`config.mk`:
```
export PLATFORM = sky130hd
export DESIGN_NAME = button_gesture_detector
export DESIGN_NICKNAME = d
export VERILOG_FILES = /design/src/design/bgd_pkg.sv /design/src/design/button_gesture_detector.sv
export SDC_FILE = /design/constraint.sdc
export NUM_CORES = 1
export LEC_CHECK = 0
export BUFFER_PORTS_ARGS = -buffer_cell sky130_fd_sc_hd__clkbuf_2
export CAP_MARGIN = 10
export CORE_MARGIN = 2
export CORE_UTILIZATION = 50
export DETAILED_ROUTE_END_ITERATION = 6
export PLACE_DENSITY_LB_ADDON = 0.12
export SLEW_MARGIN = 20
export SYNTH_ARGS = -nofsm -noshare
export SYNTH_HDL_FRONTEND = slang
export SYNTH_SLANG_ARGS = --single-unit
```
`constraint.sdc`:
```
create_clock -name clk -period 14.1 [get_ports clk]
set_input_delay 2.82 -clock clk [delete_from_list [all_inputs] [get_ports clk]]
set_output_delay 2.82 -clock clk [all_outputs]
set_load 0.01 [all_outputs]
```
`src/design/bgd_pkg.sv`:
```
package bgd_pkg;

  // Event codes on the result word
  typedef enum logic [2:0] {
    EV_NONE     = 3'd0,
    EV_PRESS    = 3'd1,
    EV_CONFIG   = 3'd2,
    EV_SHUTDOWN = 3'd3,
    EV_SHORT    = 3'd4
  } gesture_ev_t;

  // Configuration register indexes
  localparam logic [2:0] REG_SHUTDOWN_HOLD = 3'd0;
  localparam logic [2:0] REG_CHORD_HOLD    = 3'd1;
  localparam logic [2:0] REG_SHORT_PRESS   = 3'd2;
  localparam logic [2:0] REG_RELEASE_SETTLE = 3'd3;
  localparam logic [2:0] REG_CHORD_STEP    = 3'd4;

  // Register reset values
  localparam logic [15:0] SHUTDOWN_HOLD_RST  = 16'd3000;
  localparam logic [15:0] CHORD_HOLD_RST     = 16'd2000;
  localparam logic [15:0] SHORT_PRESS_RST    = 16'd1000;
  localparam logic [7:0]  RELEASE_SETTLE_RST = 8'd50;
  localparam logic [9:0]  CHORD_STEP_RST     = 10'd100;

  localparam logic [15:0] CHORD_MAX = 16'hFFFF;

endpackage

```
`src/design/button_gesture_detector.sv`:
```
// Button gesture detector.
// Input stream (s_axis_*): one word per millisecond tick carrying the two
// button levels; an accepted word advances the ms clock unless halted.
// Output stream (m_axis_*): exactly one event word per input word, in order:
// none, back press started, enter config, shutdown or short press.
// Configuration: cfg_we/cfg_index/cfg_data write the five timing registers;
// write only while no event is pending on the output.
// Latency: the event for a tick is on m_axis in the cycle after the input
// word is accepted. Throughput: one word per cycle unless the output stalls;
// the gesture state is updated in the accept cycle by one pass of compare
// and add logic, so back-to-back ticks need no gap.
// Stall: a single output register holds the pending event; while it is full
// and m_axis_tready is low, s_axis_tready drops and input words wait.
// Reset (rst, synchronous): timing registers return to 3000/2000/1000/50/100
// ms, the clock and all stamps clear, the next tick is treated as the first.
// After a shutdown event the block answers none to every tick until reset.
module button_gesture_detector (
  input  logic        clk,
  input  logic        rst,
  input  logic        s_axis_tvalid,
  output logic        s_axis_tready,
  input  logic [7:0]  s_axis_tdata,   // [0] back_pressed, [1] buzzer_pressed
  output logic        m_axis_tvalid,
  input  logic        m_axis_tready,
  output logic [7:0]  m_axis_tdata,   // [2:0] event_res
  input  logic        cfg_we,
  input  logic [2:0]  cfg_index,
  input  logic [15:0] cfg_data
);
  import bgd_pkg::*;

  // Timing registers
  logic [15:0] shutdown_hold_ms;
  logic [15:0] chord_hold_ms;
  logic [15:0] short_press_ms;
  logic [7:0]  release_settle_ms;
  logic [9:0]  chord_step_ms;

  // Gesture state
  logic [31:0] now_ms;
  logic [31:0] press_start_ms, press_start_ms_next;
  logic [15:0] chord_ms, chord_ms_next;
  logic [31:0] chord_last_ms, chord_last_ms_next;
  logic [31:0] settle_last_ms, settle_last_ms_next;
  logic        back_was_pressed, back_was_pressed_next;
  logic        held_since_boot, held_since_boot_next;
  logic        first_item;
  logic        halted, halted_next;

  // Output register
  logic        out_valid;
  gesture_ev_t out_ev;
  gesture_ev_t ev_next;

  logic        accept;
  logic        back, buzz;
  logic        held_eff;
  logic [31:0] chord_dt, settle_dt, press_dt, short_dt;
  logic [16:0] chord_sum;
  logic [15:0] chord_step_val;

  assign back = s_axis_tdata[0];
  assign buzz = s_axis_tdata[1];

  assign s_axis_tready = !out_valid || m_axis_tready;
  assign accept        = s_axis_tvalid && s_axis_tready;
  assign m_axis_tvalid = out_valid;
  assign m_axis_tdata  = {5'd0, out_ev};

  // Write timing registers
  always_ff @(posedge clk) begin
    if (rst) begin
      shutdown_hold_ms  <= SHUTDOWN_HOLD_RST;
      chord_hold_ms     <= CHORD_HOLD_RST;
      short_press_ms    <= SHORT_PRESS_RST;
      release_settle_ms <= RELEASE_SETTLE_RST;
      chord_step_ms     <= CHORD_STEP_RST;
    end else if (cfg_we) begin
      case (cfg_index)
        REG_SHUTDOWN_HOLD:  shutdown_hold_ms  <= cfg_data;
        REG_CHORD_HOLD:     chord_hold_ms     <= cfg_data;
        REG_SHORT_PRESS:    short_press_ms    <= cfg_data;
        REG_RELEASE_SETTLE: release_settle_ms <= cfg_data[7:0];
        REG_CHORD_STEP:     chord_step_ms     <= cfg_data[9:0];
        default: ;
      endcase
    end
  end

  // Tick evaluation
  always_comb begin
    press_start_ms_next   = press_start_ms;
    chord_ms_next         = chord_ms;
    chord_last_ms_next    = chord_last_ms;
    settle_last_ms_next   = settle_last_ms;
    back_was_pressed_next = back_was_pressed;
    held_eff              = first_item ? back : held_since_boot;
    held_since_boot_next  = held_eff;
    halted_next           = halted;
    ev_next               = EV_NONE;

    chord_step_val = {6'd0, chord_step_ms};
    chord_dt       = now_ms - chord_last_ms;
    settle_dt      = now_ms - settle_last_ms;
    short_dt       = now_ms - press_start_ms;
    chord_sum      = {1'b0, chord_ms} + {1'b0, chord_step_val};

    if (back) begin
      if (!back_was_pressed) begin
        press_start_ms_next = now_ms;
        ev_next             = EV_PRESS;
      end
      back_was_pressed_next = 1'b1;
      settle_last_ms_next   = now_ms;
      if (buzz) begin
        // step the chord counter once per step period, saturating
        if (chord_dt >= {22'd0, chord_step_ms}) begin
          chord_ms_next      = chord_sum[16] ? CHORD_MAX : chord_sum[15:0];
          chord_last_ms_next = now_ms;
        end
        if (chord_ms_next > chord_hold_ms) begin
          ev_next = EV_CONFIG;
        end
        press_start_ms_next = now_ms;
      end else begin
        chord_ms_next = 16'd0;
      end
    end else if (settle_dt >= {24'd0, release_settle_ms}) begin
      // settled release
      settle_last_ms_next = now_ms;
      if (!held_eff && back_was_pressed && short_dt < {16'd0, short_press_ms}) begin
        ev_next = EV_SHORT;
      end
      chord_ms_next         = 16'd0;
      back_was_pressed_next = 1'b0;
      held_since_boot_next  = 1'b0;
    end

    // back held alone too long: shut down
    press_dt = now_ms - press_start_ms_next;
    if (back && press_dt > {16'd0, shutdown_hold_ms}) begin
      ev_next     = EV_SHUTDOWN;
      halted_next = 1'b1;
    end

    // halted: answer none, hold all state
    if (halted) begin
      press_start_ms_next   = press_start_ms;
      chord_ms_next         = chord_ms;
      chord_last_ms_next    = chord_last_ms;
      settle_last_ms_next   = settle_last_ms;
      back_was_pressed_next = back_was_pressed;
      held_since_boot_next  = held_since_boot;
      halted_next           = 1'b1;
      ev_next               = EV_NONE;
    end
  end

  // Advance state on each accepted tick
  always_ff @(posedge clk) begin
    if (rst) begin
      now_ms           <= 32'd0;
      press_start_ms   <= 32'd0;
      chord_ms         <= 16'd0;
      chord_last_ms    <= 32'd0;
      settle_last_ms   <= 32'd0;
      back_was_pressed <= 1'b0;
      held_since_boot  <= 1'b0;
      first_item       <= 1'b1;
      halted           <= 1'b0;
    end else if (accept) begin
      if (!halted) begin
        now_ms     <= now_ms + 32'd1;
        first_item <= 1'b0;
      end
      press_start_ms   <= press_start_ms_next;
      chord_ms         <= chord_ms_next;
      chord_last_ms    <= chord_last_ms_next;
      settle_last_ms   <= settle_last_ms_next;
      back_was_pressed <= back_was_pressed_next;
      held_since_boot  <= held_since_boot_next;
      halted           <= halted_next;
    end
  end

  // Hold the event word until taken
  always_ff @(posedge clk) begin
    if (rst) begin
      out_valid <= 1'b0;
    end else if (accept) begin
      out_valid <= 1'b1;
    end else if (m_axis_tready) begin
      out_valid <= 1'b0;
    end
  end

  always_ff @(posedge clk) begin
    if (accept) begin
      out_ev <= ev_next;
    end
  end

endmodule
```
==> results.json, run 1 <==
{
  "drcViolationCount": 0,
  "power_density_nw_per_um2": 89.35,
  "synth_edf_count": 3,
  "reg2reg_slack_ps": 5970,
  "port_buffers": 30,
  "die_h_um": 198.5,
  "die_x_um": 198.5,
  "synth_cell_types": 89,
  "start_util": 0.5046,
  "seqCellArea_um2": 4394,
  "post_cts_buffers": 0,
  "top_layer_used": "met4",
  "worst_slack_ps": 5476,
  "grt_pass1_wl_um": 92510,
  "drt-total-wl_um": 57960,
  "clk_pin_slew_ps": 60,
  "fill_cells": 3663,
  "dp_hpwl_um": 43900,
  "critPathRequiredTime_ps": 14390,
  "ctsHoldBuffers": 0,
  "finalHoldViolCount": 0,
  "vias_per_cell": 5.978,
  "syn_area_per_cell_um2": 7.427,
  "wl_met1_um": 26850,
  "final_cell_mix": "307 x nand2_1, 276 x a21oi_1, 220 x inv_1, 215 x dfxtp_1, 200 x ha_1",
  "final_common_cell": "nand2_1",
  "critPathMaxStageDelay_ps": 670,
  "drt-wirelength-per-cell_um": 19.06,
  "yosysWarningCount": 0,
  "ys.flop_type": "dfxtp_1",
  "core-area_um2": 37490,
  "cp_slowest_cell": "nor4_1",
  "p_leak_uw": 0.009132,
  "fmax_mhz": 116.0,
  "drt-initial-drc-count": 1581,
  "clockBufferDepth": 3,
  "numCtsBuffers": 27,
  "cts_tree": "done",
  "first_global_vias": 17080,
  "worstSetupPathType": "in2reg",
  "clockRootBuffer": "clkbuf_16",
  "ys_async_sr_fraction": 0,
  "multi_input_area_um2": 13170,
  "fin_tns_setup_ps": 0,
  "rsz0062_at_grt": "false",
  "worstHoldStart": "chord_hold_ms[1]$_SDFFE_PP0P_",
  "cp_max_fo": 38,
  "worst_pin_slew_ps": 1111,
  "period_needed_ps": 8624,
  "cts.sinks": 218,
  "layout-drive-gt1-share": 0.05810,
  "hold_class": "reg2reg",
  "io_pins": 42,
  "fin_crit_sh": 0.6116,
  "grt_max_degree": 102,
  "final_antenna_net_count": 0,
  "post_cts_resized": 0,
  "overflow": 0,
  "rows": 71,
  "startpoint_type": "input pin",
  "hold_depth": 2,
  "dr.pass1.iters": 6,
  "timing.rr.end": "out_ev[0]$_SDFFCE_PP0P_",
  "dr_wl_met2_um": 25750,
  "wl_met3_um": 3858,
  "ys_seq_area_frac": 0.2323,
  "gp_congestion": 0.9729,
  "finalMaxSlewViolations": 0,
  "dieArea_um2": 39400,
  "arrival_ps": 8920,
  "drv_cap": 0,
  "clock_skew_ps": 13.64,
  "nets": 2747,
  "syn_inst": 2547,
  "clk_latency_ps": 570,
  "r2r_start": "now_ms[1]$_SDFFE_PP0P_",
  "crit_path_end_kind": "register",
  "antenna_found_initial": 0,
  "syn_area_um2": 18920,
  "track_usage": 0.2942,
  "htreeDepth": 1,
  "max_slew_margin": 0.2593,
  "n_antenna_cell": 0,
  "synth-seq-cells": 218,
  "ir_drop_mv": 0.1020,
  "reg2reg_depth": 32,
  "vias": 18180,
  "status": "finished clean",
  "cpMostUsedCell": "o21ai_0",
  "holdPathEnd": "chord_hold_ms[1]$_SDFFE_PP0P_",
  "pre_cts_ws_ps": 4915,
  "syn_to_final_growth_pct": 7.872,
  "finalSetupViolCount": 0
}
critical path, delay by kind of cell:
kind | cells | cell delay [ps]
buf+inv | 4 | 890
compound gates | 10 | 1810
simple gates | 13 | 2450
fa+ha+maj | 3 | 910
routing by layer:
metal	vias up	GRT usage
li1	9024	-
met4	0	0.08181
met1	8549	0.4082
met5	-	0
met3	87	0.04171
met2	519	0.4762
worst max-delay path by stage:
stage / from / to / cells after the start / slack, ps
6_report: s_axis_tdata[0] / out_ev[0]$_SDFFCE_PP0P_ / 30 / 5480
3_5_place_dp: s_axis_tdata[0] / out_ev[0]$_SDFFCE_PP0P_ / 30 / 4910
2_1_floorplan: s_axis_tdata[0] / out_ev[0]$_SDFFCE_PP0P_ / 30 / 6260
4_1_cts: s_axis_tdata[0] / out_ev[0]$_SDFFCE_PP0P_ / 30 / 5520
5_1_grt: s_axis_tdata[0] / out_ev[0]$_SDFFCE_PP0P_ / 30 / 4850
3_3_place_gp: s_axis_tdata[0] / out_ev[0]$_SDFFCE_PP0P_ / 30 / 4980
layout make-up:
| class | count | share of cell area |
|---|---|---|
| Timing Repair Buffer | 65 | 0.02024 |
| Clock inverter | 11 | 0.01116 |
| Sequential cell | 218 | 0.2154 |
| Clock buffer | 38 | 0.03612 |
| Inverter | 220 | 0.04047 |
| Multi-Input combinational cell | 1978 | 0.6453 |
| Tap cell | 511 | 0.03133 |
state kept, by name, indices dropped and copies added (netlist names):
name / count
chord_last_ms: 32
release_settle_ms: 8
short_press_ms: 16
now_ms: 32
settle_last_ms: 32
back_was_pressed: 1
m_axis_tvalid: 1
chord_hold_ms: 16
halted: 1
chord_step_ms: 10
chord_ms: 16
out_ev: 3
shutdown_hold_ms: 16
press_start_ms: 32
first_item: 1
held_since_boot: 1
cell usage after synthesis, types with 7 or more instances:
| cell | instances | area share |
|---|---|---|
| nand2_1 | 307 | 0.061 |
| a21oi_1 | 276 | 0.073 |
| inv_1 | 220 | 0.044 |
| dfxtp_1 | 215 | 0.23 |
| ha_1 | 200 | 0.13 |
| nor2_1 | 178 | 0.035 |
| o21ai_0 | 127 | 0.034 |
| clkbuf_1 | 104 | 0.021 |
| o211ai_1 | 71 | 0.028 |
| mux2i_1 | 69 | 0.037 |
| a21o_1 | 58 | 0.023 |
| nand4_1 | 56 | 0.019 |
| xor2_1 | 55 | 0.025 |
| xnor2_1 | 51 | 0.024 |
| nand3_1 | 47 | 0.012 |
| nor3_1 | 39 | 0.010 |
| nand2b_1 | 30 | 0.0099 |
| o21a_1 | 29 | 0.012 |
| a31oi_1 | 24 | 0.0079 |
| nor2b_1 | 24 | 0.0079 |
| and3_1 | 23 | 0.0076 |
| a211oi_1 | 20 | 0.0079 |
| nor4_1 | 18 | 0.0060 |
| or3_1 | 18 | 0.0060 |
| o21bai_1 | 16 | 0.0064 |
| buf_2 | 15 | 0.0040 |
| and2_1 | 14 | 0.0046 |
| o21ai_1 | 14 | 0.0037 |
| a211o_1 | 12 | 0.0056 |
| o31ai_1 | 12 | 0.0048 |
| nor3b_1 | 9 | 0.0036 |
| o2bb2ai_1 | 9 | 0.0042 |
| and4_1 | 8 | 0.0037 |
| buf_4 | 8 | 0.0032 |
| o2111ai_1 | 8 | 0.0037 |
| o22ai_1 | 8 | 0.0026 |
| or2_2 | 8 | 0.0026 |
| a221oi_1 | 7 | 0.0032 |
| or4_1 | 7 | 0.0028 |
where the power goes:
group | leakage, uW | switching, uW | total [uW] | internal, uW
Clock | 0.000469 | 289 | 764 | 475
Combinational | 0.00690 | 269 | 424 | 155
Sequential | 0.00177 | 7.34 | 635 | 627
Total | 0.00913 | 565 | 1820 | 1260
kinds of logic after synthesis:
kind of cell	count (synthesis)	synth area share
and+or+nand+nor	807	0.2019
xor gates and xnor gates	106	0.04908
buffers and inverters	355	0.07382
muxes	79	0.04326
DFF	218	0.2323
other	1	0.0001982
adders and majority gates	205	0.1376
AOI/OAI and AO/OA	776	0.2618
metrics by stage:
step	hold slack, ps	instance area, um^2	util	total power, uW	std cells
5_1_grt	474.3	20400	0.5443	1909	3041
4_1_cts	454.3	20400	0.5443	1837	3041
6_report	455.3	20400	0.5443	1823	3041
2_1_floorplan	433.6	18930	-	956.8	2551
3_5_place_dp	446.3	19440	0.5185	1066	2992
3_3_place_gp	445.6	19430	0.5184	1064	2991
Note: power is estimated with default switching activity, not from simulation.
==> inputs of run 2 (changes only) <==
- clock period: 14.1 -> 8.3 ns (I/O delays scaled with it)
==> results.json, run 2 (synthesized netlist as in run 1, its figures left out) <==
{
  "rows": 71,
  "clk_latency_ps": 580,
  "fin_crit_sh": 0.9293,
  "n_antenna_cell": 0,
  "numCtsBuffers": 27,
  "post_cts_buffers": 0,
  "gp_congestion": 0.9738,
  "fin_tns_setup_ps": 0,
  "reg2reg_depth": 32,
  "startpoint_type": "register",
  "reg2reg_slack_ps": 590,
  "finalSetupViolCount": 0,
  "internal-power_uw": 2095,
  "start_util": 0.5046,
  "grt_pass1_wl_um": 94540,
  "core-area_um2": 37490,
  "fmax_mhz": 129.6,
  "vias_per_cell": 6.034,
  "period_needed_ps": 7713,
  "max_slew_margin": 0.2744,
  "finalMaxSlewViolations": 0,
  "multi_input_area_um2": 13170,
  "first_global_vias": 17290,
  "r2r_start": "now_ms[1]$_SDFFE_PP0P_",
  "track_usage": 0.3017,
  "p_sw_uw": 978.9,
  "port_buffers": 30,
  "ir_drop_mv": 0.1492,
  "seqPwrFrac": 0.350,
  "htreeDepth": 1,
  "drv_cap": 0,
  "rsz0062_at_grt": "false",
  "worstHoldStart": "release_settle_ms[7]$_SDFFE_PP0P_",
  "finalHoldViolCount": 0,
  "clock_skew_ps": 25.40,
  "die_x_um": 198.5,
  "grt_max_degree": 91,
  "nets": 2760,
  "crit_path_end_kind": "register",
  "p_leak_uw": 0.009196,
  "power_density_nw_per_um2": 150.1,
  "comb_power_share": 0.241,
  "post_cts_resized": 0,
  "ctsHoldBuffers": 0,
  "clk_pin_slew_ps": 60,
  "timing.rr.end": "out_ev[0]$_SDFFCE_PP0P_",
  "arrival_ps": 8120,
  "overflow": 0,
  "hold_class": "reg2reg",
  "cts.sinks": 218,
  "clkPwrFrac": 0.408,
  "dr.pass1.iters": 7,
  "final_cell_mix": "307 x nand2_1, 276 x a21oi_1, 220 x inv_1, 215 x dfxtp_1, 200 x ha_1",
  "holdPathEnd": "release_settle_ms[7]$_SDFFE_PP0P_",
  "layout-drive-gt1-share": 0.06491,
  "dieArea_um2": 39400,
  "seqCellArea_um2": 4394,
  "drt-wirelength-per-cell_um": 19.57,
  "io_pins": 42,
  "drcViolationCount": 0,
  "whs_ps": 454.8,
  "die_h_um": 198.5,
  "syn_to_final_growth_pct": 8.255,
  "critPathMaxStageDelay_ps": 810,
  "worstSetupPathType": "reg2reg",
  "critPathRequiredTime_ps": 8700,
  "clockBufferDepth": 3,
  "fill_cells": 3676,
  "cts_tree": "done",
  "switching_share": 0.3184,
  "vias": 18420,
  "dp_hpwl_um": 45020,
  "cp_slowest_cell": "or3_1",
  "final_common_cell": "nand2_1",
  "hold_depth": 2,
  "drt-initial-drc-count": 1494,
  "status": "finished clean",
  "cp_max_fo": 24,
  "final_antenna_net_count": 0,
  "drt-total-wl_um": 59750,
  "antenna_found_initial": 0,
  "clockRootBuffer": "clkbuf_16",
  "worst_pin_slew_ps": 1080
}
run 2: changes by cell type in the layout (fill, tap and decap cells not counted), moves of 3 or more:
| cell | change |
|---|---|
| buf_4 | +14 |
| bufinv_16 | -3 |
| clkbuf_1 | -7 |
| clkbuf_8 | +5 |
| clkinv_2 | +3 |
run 2: metal layers:
layer	vias to the layer above	GRT usage	routed length (um)
met4	0	0.08762	1654
met1	8678	0.4192	27190
met5	-	0	0
met2	585	0.4888	26620
li1	9055	-	-
met3	103	0.03866	4280
run 2: how the worst max path moves through the flow:
stage	to	start	cells after the start	slack, ps
3_3_place_gp	out_ev[0]$_SDFFCE_PP0P_	now_ms[1]$_SDFFE_PP0P_	32	860
5_1_grt	out_ev[0]$_SDFFCE_PP0P_	now_ms[0]$_SDFFE_PP0P_	33	90
6_report	out_ev[0]$_SDFFCE_PP0P_	now_ms[1]$_SDFFE_PP0P_	32	590
3_5_place_dp	out_ev[0]$_SDFFCE_PP0P_	s_axis_tdata[1]	26	710
4_1_cts	out_ev[0]$_SDFFCE_PP0P_	now_ms[1]$_SDFFE_PP0P_	32	660
2_1_floorplan	out_ev[0]$_SDFFCE_PP0P_	s_axis_tdata[0]	30	1620
run 2: area by class of cell:
cell class | instances | share of cell area
clock buffers | 36 | 0.03807
inverters | 220 | 0.04033
repair buffers | 78 | 0.02505
well taps | 511 | 0.03122
flip-flops and latches | 218 | 0.2146
multi-input cells | 1978 | 0.6429
clock inverters | 12 | 0.007821
run 2: critical path: cells and delay by family, from the launching register on:
family	cells	cell delay (ps)
DFF	1	510
xor gates and xnor gates	1	100
AOI/OAI and AO/OA	15	3050
muxes	1	470
buffers and inverters	1	180
adders and majority gates	3	780
and+or+nand+nor	11	2450
run 2: power by group through the flow:
stage | sequential [uW] | combinational (uW) | clock, uW
2_1_floorplan | 1100 | 528 | 0
3_5_place_dp | 1100 | 730 | 0
6_report | 1080 | 742 | 1260
3_3_place_gp | 1100 | 724 | 0
4_1_cts | 1080 | 733 | 1270
5_1_grt | 1080 | 809 | 1320
run 2: per-stage QoR:
stage / utilization / instances / setup slack, ps / instance area (um^2) / power, uW
finish: 0.5462 / 3053 / 586.8 / 20480 / 3074
detailed placement: 0.5212 / 3005 / 712.9 / 19540 / 1830
CTS: 0.5462 / 3053 / 661.8 / 20480 / 3085
floorplan: - / 2551 / 1615 / 18930 / 1625
global placement: 0.5212 / 3005 / 860.0 / 19540 / 1824
global route: 0.5462 / 3053 / 90.57 / 20480 / 3207
